### config.mk
export PLATFORM = sky130hd
export DESIGN_NAME = interval_task_scheduler_flat
export DESIGN_NICKNAME = d
export VERILOG_FILES = /design/src/rtl/core/its_pkg.sv /design/src/rtl/core/its_req_if.sv /design/src/rtl/core/its_rsp_if.sv /design/src/rtl/core/its_ram.sv /design/src/rtl/core/its_ctrl.sv /design/src/rtl/core/its_dp.sv /design/src/rtl/core/interval_task_scheduler.sv /design/src/flat_wrapper.sv
export VERILOG_INCLUDE_DIRS = /design/src /design/src/rtl/core
export SDC_FILE = /design/constraint.sdc
export NUM_CORES = 1
export LEC_CHECK = 0
export BUFFER_PORTS_ARGS = -buffer_cell sky130_fd_sc_hd__clkbuf_2
export CORE_ASPECT_RATIO = 1.4
export CORE_UTILIZATION = 56
export DETAILED_ROUTE_END_ITERATION = 16
export GPL_TIMING_DRIVEN = 1
export PLACE_DENSITY = 0.86
export SLEW_MARGIN = 25
export SYNTH_ARGS = -nofsm -noshare
export SYNTH_HDL_FRONTEND = slang
export SYNTH_HIERARCHICAL = 1
export SYNTH_SLANG_ARGS = --single-unit
export TNS_END_PERCENT = 5
### constraint.sdc
create_clock -name clk -period 7.3 [get_ports clk]
set_input_delay 0.365 -clock clk [delete_from_list [all_inputs] [get_ports clk]]
set_output_delay 0.365 -clock clk [all_outputs]
set_load 0.02 [all_outputs]
### src/rtl/core/interval_task_scheduler_macros.svh
// ----------------------------------------------------------------------------
// Interval task scheduler assertion macros
// Clocked on clk, disabled while rst_n is low.
// ----------------------------------------------------------------------------
`ifndef INTERVAL_TASK_SCHEDULER_MACROS_SVH
`define INTERVAL_TASK_SCHEDULER_MACROS_SVH

// Same-cycle implication.
`define ITS_ASSERT_SAME(label, ante, cons) \
    label: assert property (@(posedge clk) disable iff (!rst_n) (ante) |-> (cons)) \
        else $error("%m: same-cycle check failed");

// Next-cycle implication.
`define ITS_ASSERT_NEXT(label, ante, cons) \
    label: assert property (@(posedge clk) disable iff (!rst_n) (ante) |=> (cons)) \
        else $error("%m: next-cycle check failed");

`endif

### src/rtl/core/its_pkg.sv
// ----------------------------------------------------------------------------
// its_pkg
// Sizes, command codes and word types of the interval task scheduler.
// ----------------------------------------------------------------------------
package its_pkg;

    localparam int unsigned NUM_SLOTS = 16;
    localparam int unsigned SLOT_W    = (NUM_SLOTS > 1) ? $clog2(NUM_SLOTS) : 1;
    localparam int unsigned CNT_W     = $clog2(NUM_SLOTS + 1);
    localparam int unsigned CMD_W     = 3;
    localparam int unsigned IDX_W     = 6;
    localparam int unsigned TIME_W    = 32;

    typedef enum logic [CMD_W-1:0] {
        CMD_ADD          = 3'd0,
        CMD_TRIGGER      = 3'd1,
        CMD_SET_ENABLE   = 3'd2,
        CMD_SET_INTERVAL = 3'd3,
        CMD_RUN          = 3'd4
    } cmd_t;

    typedef struct packed {
        logic [CMD_W-1:0]  cmd;
        logic [IDX_W-1:0]  slot_index;
        logic [TIME_W-1:0] interval_ms;
        logic              run_now;
        logic              enable_value;
        logic              has_action;
        logic [TIME_W-1:0] now_ms;
    } req_t;

    typedef struct packed {
        logic             ok;
        logic [IDX_W-1:0] result_slot;
        logic             fired;
        logic             last;
    } rsp_t;

    // controller -> datapath
    typedef struct packed {
        logic load;
        logic exec_op;
        logic scan_en;
        logic flush;
    } ctl_t;

    // datapath -> controller
    typedef struct packed {
        logic is_run;
        logic out_free;
        logic scan_done;
        logic scan_stall;
    } sts_t;

endpackage

### src/rtl/core/its_req_if.sv
// ----------------------------------------------------------------------------
// its_req_if
// Command channel: valid/ready handshake carrying one command word.
// ----------------------------------------------------------------------------
interface its_req_if;

    logic          valid;
    logic          ready;
    its_pkg::req_t data;

    modport source (output valid, output data, input ready);
    modport sink   (input valid, input data, output ready);

endinterface

### src/rtl/core/its_rsp_if.sv
// ----------------------------------------------------------------------------
// its_rsp_if
// Result channel: valid/ready handshake carrying one result word.
// ----------------------------------------------------------------------------
interface its_rsp_if;

    logic          valid;
    logic          ready;
    its_pkg::rsp_t data;

    modport source (output valid, output data, input ready);
    modport sink   (input valid, input data, output ready);

endinterface

### src/rtl/core/its_ram.sv
// ----------------------------------------------------------------------------
// its_ram
// Generic simple dual-port RAM, one write and one registered read port.
// ----------------------------------------------------------------------------
module its_ram #(
    parameter int unsigned WIDTH = 32,
    parameter int unsigned DEPTH = 16,
    localparam int unsigned AW   = (DEPTH > 1) ? $clog2(DEPTH) : 1
) (
    input  logic             clk,
    input  logic             we,
    input  logic [AW-1:0]    waddr,
    input  logic [WIDTH-1:0] wdata,
    input  logic             re,
    input  logic [AW-1:0]    raddr,
    output logic [WIDTH-1:0] rdata
);

    logic [WIDTH-1:0] mem [DEPTH];

    always_ff @(posedge clk)
    begin
        if (we)
        begin
            mem[waddr] <= wdata;
        end
        if (re)
        begin
            rdata <= mem[raddr];
        end
    end

endmodule

### src/rtl/core/its_ctrl.sv
// ----------------------------------------------------------------------------
// its_ctrl
// Sequencer: take a command word, run it or scan the table, emit the result.
// ----------------------------------------------------------------------------
`include "interval_task_scheduler_macros.svh"

module its_ctrl (
    input  logic          clk,
    input  logic          rst_n,
    input  logic          in_valid,
    output logic          in_ready,
    input  its_pkg::sts_t sts,
    output its_pkg::ctl_t ctl
);

    import its_pkg::*;

    typedef enum logic [3:0] {
        ST_IDLE  = 4'b0001,
        ST_EXEC  = 4'b0010,
        ST_SCAN  = 4'b0100,
        ST_FLUSH = 4'b1000
    } state_t;

    state_t state_reg;
    state_t state_next;

    always_ff @(posedge clk or negedge rst_n)
    begin
        if (!rst_n)
        begin
            state_reg <= ST_IDLE;
        end
        else
        begin
            state_reg <= state_next;
        end
    end

    always_comb
    begin
        state_next = state_reg;
        in_ready   = 1'b0;
        ctl        = '0;
        case (state_reg)
            ST_IDLE:
            begin
                in_ready = 1'b1;
                if (in_valid)
                begin
                    ctl.load   = 1'b1;
                    state_next = ST_EXEC;
                end
            end
            ST_EXEC:
            begin
                if (sts.is_run)
                begin
                    state_next = ST_SCAN;
                end
                else if (sts.out_free)
                begin
                    ctl.exec_op = 1'b1;
                    state_next  = ST_IDLE;
                end
            end
            ST_SCAN:
            begin
                ctl.scan_en = 1'b1;
                if (sts.scan_done)
                begin
                    state_next = ST_FLUSH;
                end
            end
            ST_FLUSH:
            begin
                if (sts.out_free)
                begin
                    ctl.flush  = 1'b1;
                    state_next = ST_IDLE;
                end
            end
            default:
            begin
                state_next = ST_IDLE;
            end
        endcase
    end

    `ITS_ASSERT_NEXT(a_load_to_exec, ctl.load, state_reg == ST_EXEC)
    `ITS_ASSERT_NEXT(a_scan_to_flush, state_reg == ST_SCAN && sts.scan_done, state_reg == ST_FLUSH)
    `ITS_ASSERT_SAME(a_emit_when_free, ctl.exec_op || ctl.flush, sts.out_free)

endmodule

### src/rtl/core/its_dp.sv
// ----------------------------------------------------------------------------
// its_dp
// Slot table, period and last-run RAMs, scan pipeline and result register.
// ----------------------------------------------------------------------------
`include "interval_task_scheduler_macros.svh"

module its_dp (
    input  logic          clk,
    input  logic          rst_n,
    input  its_pkg::req_t in_data,
    output logic          rsp_valid,
    output its_pkg::rsp_t rsp_data,
    input  logic          rsp_ready,
    input  its_pkg::ctl_t ctl,
    output its_pkg::sts_t sts
);

    import its_pkg::*;

    localparam logic [CNT_W-1:0] FULL_CNT  = CNT_W'(NUM_SLOTS);
    localparam logic [IDX_W:0]   SLOT_LIM  = (IDX_W + 1)'(NUM_SLOTS);

    req_t               item_reg;
    req_t               item_next;
    logic [NUM_SLOTS-1:0] used_reg, used_next;
    logic [NUM_SLOTS-1:0] enabled_reg, enabled_next;
    logic [NUM_SLOTS-1:0] forced_reg, forced_next;
    logic [NUM_SLOTS-1:0] action_reg, action_next;
    logic [CNT_W-1:0]   count_reg, count_next;
    logic [CNT_W-1:0]   scan_ptr_reg, scan_ptr_next;
    logic               chk_valid_reg, chk_valid_next;
    logic [SLOT_W-1:0]  chk_slot_reg, chk_slot_next;
    logic               pend_valid_reg, pend_valid_next;
    logic [SLOT_W-1:0]  pend_slot_reg, pend_slot_next;
    logic               out_valid_reg, out_valid_next;
    rsp_t               out_reg, out_next;

    logic               per_we, last_we, rd_en;
    logic [SLOT_W-1:0]  per_waddr, last_waddr, rd_addr;
    logic [TIME_W-1:0]  per_wdata, last_wdata, per_rdata, last_rdata;

    logic [SLOT_W-1:0]  slot_idx;
    logic [SLOT_W-1:0]  free_slot;
    logic               idx_ok;
    logic [TIME_W-1:0]  elapsed;
    logic               due;
    logic               out_free;
    logic               scan_stall;
    logic               adv;
    logic               issue;
    logic               out_load;
    rsp_t               out_word;

    its_ram #(.WIDTH(TIME_W), .DEPTH(NUM_SLOTS)) u_period_ram (
        .clk   (clk),
        .we    (per_we),
        .waddr (per_waddr),
        .wdata (per_wdata),
        .re    (rd_en),
        .raddr (rd_addr),
        .rdata (per_rdata)
    );

    its_ram #(.WIDTH(TIME_W), .DEPTH(NUM_SLOTS)) u_last_ram (
        .clk   (clk),
        .we    (last_we),
        .waddr (last_waddr),
        .wdata (last_wdata),
        .re    (rd_en),
        .raddr (rd_addr),
        .rdata (last_rdata)
    );

    // lowest free slot
    always_comb
    begin
        free_slot = '0;
        for (int i = NUM_SLOTS - 1; i >= 0; i--)
        begin
            if (!used_reg[i])
            begin
                free_slot = SLOT_W'(i);
            end
        end
    end

    assign slot_idx   = item_reg.slot_index[SLOT_W-1:0];
    assign idx_ok     = ({1'b0, item_reg.slot_index} < SLOT_LIM) && used_reg[slot_idx];
    assign elapsed    = item_reg.now_ms - last_rdata;
    assign due        = chk_valid_reg && used_reg[chk_slot_reg] && enabled_reg[chk_slot_reg]
                        && action_reg[chk_slot_reg]
                        && (forced_reg[chk_slot_reg] || (elapsed >= per_rdata));
    assign out_free   = !out_valid_reg || rsp_ready;
    // a due slot pushes the held one out; wait when the result register is busy
    assign scan_stall = due && pend_valid_reg && !out_free;
    assign adv        = ctl.scan_en && !scan_stall;
    assign issue      = adv && (scan_ptr_reg < FULL_CNT);
    assign rd_en      = issue;
    assign rd_addr    = scan_ptr_reg[SLOT_W-1:0];

    always_comb
    begin
        item_next       = ctl.load ? in_data : item_reg;
        used_next       = used_reg;
        enabled_next    = enabled_reg;
        forced_next     = forced_reg;
        action_next     = action_reg;
        count_next      = count_reg;
        scan_ptr_next   = scan_ptr_reg;
        chk_valid_next  = chk_valid_reg;
        chk_slot_next   = chk_slot_reg;
        pend_valid_next = pend_valid_reg;
        pend_slot_next  = pend_slot_reg;
        per_we          = 1'b0;
        per_waddr       = slot_idx;
        per_wdata       = item_reg.interval_ms;
        last_we         = 1'b0;
        last_waddr      = chk_slot_reg;
        last_wdata      = item_reg.now_ms;
        out_load        = 1'b0;
        out_word        = '0;

        if (ctl.load)
        begin
            scan_ptr_next   = '0;
            chk_valid_next  = 1'b0;
            pend_valid_next = 1'b0;
        end

        if (ctl.exec_op)
        begin
            out_load      = 1'b1;
            out_word.last = 1'b1;
            case (item_reg.cmd)
                CMD_ADD:
                begin
                    if (count_reg < FULL_CNT)
                    begin
                        used_next[free_slot]    = 1'b1;
                        enabled_next[free_slot] = 1'b1;
                        forced_next[free_slot]  = item_reg.run_now;
                        action_next[free_slot]  = item_reg.has_action;
                        per_we                  = 1'b1;
                        per_waddr               = free_slot;
                        last_we                 = 1'b1;
                        last_waddr              = free_slot;
                        last_wdata              = item_reg.run_now ? '0 : item_reg.now_ms;
                        count_next              = count_reg + CNT_W'(1);
                        out_word.ok             = 1'b1;
                        out_word.result_slot    = IDX_W'(free_slot);
                    end
                end
                CMD_TRIGGER, CMD_SET_ENABLE, CMD_SET_INTERVAL:
                begin
                    out_word.ok          = idx_ok;
                    out_word.result_slot = item_reg.slot_index;
                    if (idx_ok)
                    begin
                        if (item_reg.cmd == CMD_TRIGGER)
                        begin
                            forced_next[slot_idx] = 1'b1;
                        end
                        else if (item_reg.cmd == CMD_SET_ENABLE)
                        begin
                            enabled_next[slot_idx] = item_reg.enable_value;
                        end
                        else
                        begin
                            per_we = 1'b1;
                        end
                    end
                end
                default:
                begin
                    out_word.ok = 1'b0;
                end
            endcase
        end

        if (adv)
        begin
            if (issue)
            begin
                scan_ptr_next = scan_ptr_reg + CNT_W'(1);
                chk_slot_next = scan_ptr_reg[SLOT_W-1:0];
            end
            chk_valid_next = issue;
            if (due)
            begin
                last_we                   = 1'b1;
                forced_next[chk_slot_reg] = 1'b0;
                pend_valid_next           = 1'b1;
                pend_slot_next            = chk_slot_reg;
                if (pend_valid_reg)
                begin
                    out_load             = 1'b1;
                    out_word.ok          = 1'b1;
                    out_word.result_slot = IDX_W'(pend_slot_reg);
                    out_word.fired       = 1'b1;
                end
            end
        end

        if (ctl.flush)
        begin
            out_load        = 1'b1;
            out_word.ok     = 1'b1;
            out_word.last   = 1'b1;
            pend_valid_next = 1'b0;
            if (pend_valid_reg)
            begin
                out_word.fired       = 1'b1;
                out_word.result_slot = IDX_W'(pend_slot_reg);
            end
        end

        out_valid_next = out_load || (out_valid_reg && !rsp_ready);
        out_next       = out_load ? out_word : out_reg;
    end

    always_ff @(posedge clk or negedge rst_n)
    begin
        if (!rst_n)
        begin
            used_reg       <= '0;
            enabled_reg    <= '0;
            forced_reg     <= '0;
            action_reg     <= '0;
            count_reg      <= '0;
            scan_ptr_reg   <= '0;
            chk_valid_reg  <= 1'b0;
            pend_valid_reg <= 1'b0;
            out_valid_reg  <= 1'b0;
        end
        else
        begin
            used_reg       <= used_next;
            enabled_reg    <= enabled_next;
            forced_reg     <= forced_next;
            action_reg     <= action_next;
            count_reg      <= count_next;
            scan_ptr_reg   <= scan_ptr_next;
            chk_valid_reg  <= chk_valid_next;
            pend_valid_reg <= pend_valid_next;
            out_valid_reg  <= out_valid_next;
        end
    end

    always_ff @(posedge clk)
    begin
        item_reg      <= item_next;
        chk_slot_reg  <= chk_slot_next;
        pend_slot_reg <= pend_slot_next;
        out_reg       <= out_next;
    end

    assign rsp_valid      = out_valid_reg;
    assign rsp_data       = out_reg;
    assign sts.is_run     = (item_reg.cmd == CMD_RUN);
    assign sts.out_free   = out_free;
    assign sts.scan_done  = (scan_ptr_reg == FULL_CNT) && !chk_valid_reg;
    assign sts.scan_stall = scan_stall;

    `ITS_ASSERT_SAME(a_count_matches, 1'b1, count_reg == CNT_W'($countones(used_reg)))
    `ITS_ASSERT_SAME(a_fired_is_ok, out_valid_reg && out_reg.fired, out_reg.ok)
    `ITS_ASSERT_SAME(a_load_when_free, out_load, out_free)

endmodule

### src/rtl/core/interval_task_scheduler.sv
// Add, trigger, set enable, set interval: the word is registered on accept;
//   the exec state loads its result word once the result register is free.
// Run tick: one slot per cycle through the period/last-run RAM read port,
//   except while a due slot and a held slot wait on a busy result register.
// Throughput: one command at a time; a result may wait while the next is taken.
// Reset (rst_n low, async): empty table, no pending result; RAMs are not cleared.
// ----------------------------------------------------------------------------
// interval_task_scheduler
// Periodic task slot table with add, trigger, enable, interval and run tick.
// ----------------------------------------------------------------------------
module interval_task_scheduler (
    input  logic clk,
    input  logic rst_n,
    its_req_if.sink   req,
    its_rsp_if.source rsp
);

    import its_pkg::*;

    // Command and status between the sequencer and the datapath.
    ctl_t ctl;
    sts_t sts;

    // The sequencer owns the command handshake: a word is taken only in its
    // idle state, which the result register does not block, so a finished
    // result can sit in the output while the next command comes in.
    its_ctrl u_ctrl (
        .clk      (clk),
        .rst_n    (rst_n),
        .in_valid (req.valid),
        .in_ready (req.ready),
        .sts      (sts),
        .ctl      (ctl)
    );

    // The datapath holds the flag bits in flops and the period and last-run
    // times in two RAMs. A run tick streams slot addresses into the RAMs,
    // checks each returned slot in the next cycle, and keeps the latest due
    // slot in a hold register: the next due slot pushes it out with last=0,
    // and the end of the scan flushes it with last=1, or emits a not-fired
    // word when nothing was due.
    its_dp u_dp (
        .clk       (clk),
        .rst_n     (rst_n),
        .in_data   (req.data),
        .rsp_valid (rsp.valid),
        .rsp_data  (rsp.data),
        .rsp_ready (rsp.ready),
        .ctl       (ctl),
        .sts       (sts)
    );

endmodule

### src/flat_wrapper.sv
// flat-port wrapper written by rule: the top's interface ports become plain ports
module interval_task_scheduler_flat import its_pkg::*;
  (clk, rst_n, req_valid, req_data, req_ready, rsp_valid, rsp_data, rsp_ready);
  its_req_if req_i ();
  its_rsp_if rsp_i ();
  input  logic clk;
  input  logic rst_n;
  input wire logic [$bits(req_i.valid)-1:0] req_valid;
  input wire logic [$bits(req_i.data)-1:0] req_data;
  output wire logic [$bits(req_i.ready)-1:0] req_ready;
  output wire logic [$bits(rsp_i.valid)-1:0] rsp_valid;
  output wire logic [$bits(rsp_i.data)-1:0] rsp_data;
  input wire logic [$bits(rsp_i.ready)-1:0] rsp_ready;
  assign req_i.valid = req_valid;
  assign req_i.data = req_data;
  assign req_ready = req_i.ready;
  assign rsp_valid = rsp_i.valid;
  assign rsp_data = rsp_i.data;
  assign rsp_i.ready = rsp_ready;
  interval_task_scheduler u_core (.clk(clk), .rst_n(rst_n), .req(req_i), .rsp(rsp_i));
endmodule
==> results.cfg <==
[pwr]
irDropWorstVdd_mv = 0.202
cellInternalPower_mw = 12.1
p_clk_frac = 0.385
p_leak_nw = 19.1
power_mw = 16.0
switchingPower_mw = 3.83
power_frac_comb = 0.081
p_seq_frac = 0.534
switching_share = 0.240
powerDensity_mw_per_mm2 = 275

[final_layout]
finalNonFillerCells = 4239
antenna_cells = 0
layout.nets = 3103
stdcell_area_mm2 = 0.0580
drive_gt1_frac = 0.229
area_growth_syn_to_layout_pct = 13.5

[sta]
slew_headroom = 0.295
whs_ns = 0.173
worst_pin_slew_ns = 1.06
slew_violations = 0
fin_crit_ns = 6.84
hold_viol = 0
skew_ns = 0.0703
rsz0062_at_grt = no
setup_violations = 0
fin_setup_tns_ns = 0
clock.fmax_ghz = 0.146
fin_crit_sh = 0.938

[cts]
clock_sinks = 1262
worstSkewPairLatency_ns = 0.77
cts_tree = done
cts_buffer_depth = 3
htreeDepth = 3
cts_made_buffers = 111
cts_root_buf = clkbuf_16
clkTransAtPathRegs_ns = 0.07

[setup_path]
start_kind = flip-flop
crit_type = reg2reg
cp.arrival_ns = 7.29
cp-end-kind = flip-flop
path_max_fanout = 22
required_ns = 7.75

[floorplanning]
start_util = 0.567
ioPinCount = 91
core_area_mm2 = 0.0901
dieArea_mm2 = 0.0925
rows = 130
die_h_um = 359
fp.dieW_um = 257

[flow_run]
cap_violations = 0

[global_route]
grtUsageTotal = 0.287
grt_antenna_before_repair = 2
grt_first_pass_wirelength_um = 192000
grt_pass1_vias = 29300
grt_max_degree = 133
grt-ovfl-total = 0

[synth]
synthCells = 2733
yosysWarnings = 6
synth_nets = 2880
syn-cell-area_mm2 = 0.0511
synth_area_per_cell_um2 = 18.7

[routing]
drc = 0
vias = 28600
postRouteAntennaNets = 0
wl_per_cell_um = 31.1
totalWireLength_um = 132000
drt_iter0_drc = 3885
dr.pass1.iters = 8
vias_per_cell = 6.75

[min_path]
hold_class = in2reg

[placed_design]
dpl-instance-area_mm2 = 0.0533
place_inst = 3943
dp_hpwl_um = 76500
port-buffer-count = 90
gp_congestion = 0.926

[outcome]
outcome = completed
==> power groups by stage <==
stage          sequential (mW)  clock (mW)  combinational [mW]
5_1_grt                   8.54        6.43                1.38
2_1_floorplan             8.55           0               0.844
3_5_place_dp              8.67           0                1.22
3_3_place_gp              8.64           0                1.17
6_report                  8.53        6.14                1.30
4_1_cts                   8.52        6.20                1.28
==> area by class of cell <==
| class | instances | area [um2] |
|---|---|---|
| sequential | 1262 | 37500 |
| clock inverter | 79 | 953 |
| inverter | 89 | 334 |
| timing repair buffer | 243 | 1950 |
| tap | 1188 | 1490 |
| clock buffer | 129 | 2860 |
| fill | 5724 | 32100 |
| multi-input combinational | 1249 | 12900 |
==> cell usage in the layout (no fill, tap or decap), types with 17 or more instances in the layout <==
cell type	instances
edfxtp_1	1181
dfrtp_1	78
nor2_1	69
clkbuf_1	17
clkinv_2	19
clkbuf_2	89
nor2_4	25
nand2_1	139
inv_1	89
buf_4	63
nand3_1	32
and2_1	39
nand2b_1	30
clkbuf_16	111
o21ai_0	26
a21o_1	24
a22oi_1	133
nor3_1	30
xnor2_1	20
clkinv_1	21
a31oi_1	22
mux4_2	271
a21oi_1	50
mux2_2	20
ha_1	66
nor2b_1	18
dlygate4sd3_1	78
==> layer usage <==
metal  vias to the layer above  GRT usage  share of wire
met3                       425     0.0384          0.089
met2                      2101      0.498           0.52
met5                         -          0              0
met4                         0      0.163          0.059
li1                      11500          -              -
met1                     14600      0.344           0.33
==> worst paths after layout <==
path / slack, ns / start / depth (start not counted) / end
max: 0.46 / u_core/u_dp/item_reg[0] / 23 / u_core/u_dp/u_last_ram/mem[13][5]
min: 0.17 / rsp_ready / 3 / u_core/u_dp/rsp_valid
max reg2reg: 0.46 / u_core/u_dp/item_reg[0] / 23 / u_core/u_dp/u_last_ram/mem[13][5]
min reg2reg: 0.50 / u_core/u_dp/count_reg[3] / 1 / u_core/u_dp/count_reg[3]
max in group asynchronous: 6.39 / rst_n / 2 / u_core/u_dp/scan_ptr_reg[1]
min in group asynchronous: 0.28 / rst_n / 2 / u_core/u_dp/action_reg[12]
==> what timing repair did <==
item | CTS | global route
endpoints found under the hold margin | 157 | 0
buffers inserted | 0 | 10
hold buffers | 78 | 0
setup endpoints to repair | 0 | 236
gates resized for setup | 0 | 1
==> per-stage QoR <==
stage               setup WS (ns)  utilization
global route                0.157        0.644
finish                      0.455        0.644
detailed placement          0.314        0.592
floorplan                   0.333            -
global placement            0.532        0.592
CTS                         0.292        0.643
==> critical path, stage by stage, from the launching register on <==
cell and delay (ns):
edfxtp_1 0.38, inv_1 0.10, ha_1 0.20, inv_1 0.06, fa_1 0.43, a211o_1 0.32
a21o_1 0.19, o41ai_2 0.38, a311oi_1 0.19, buf_4 0.20, a21oi_1 0.19, o31ai_1 0.11
a221oi_1 0.37, xnor2_1 0.13, ha_1 0.32, and3_1 0.18, nand4_1 0.14, nor4_1 0.39
a211o_4 0.26, and4_4 0.44, or2_2 0.33, nand3_1 0.34, nor2_4 0.60, buf_12 0.27
Note: power is estimated with default switching activity, not from simulation.
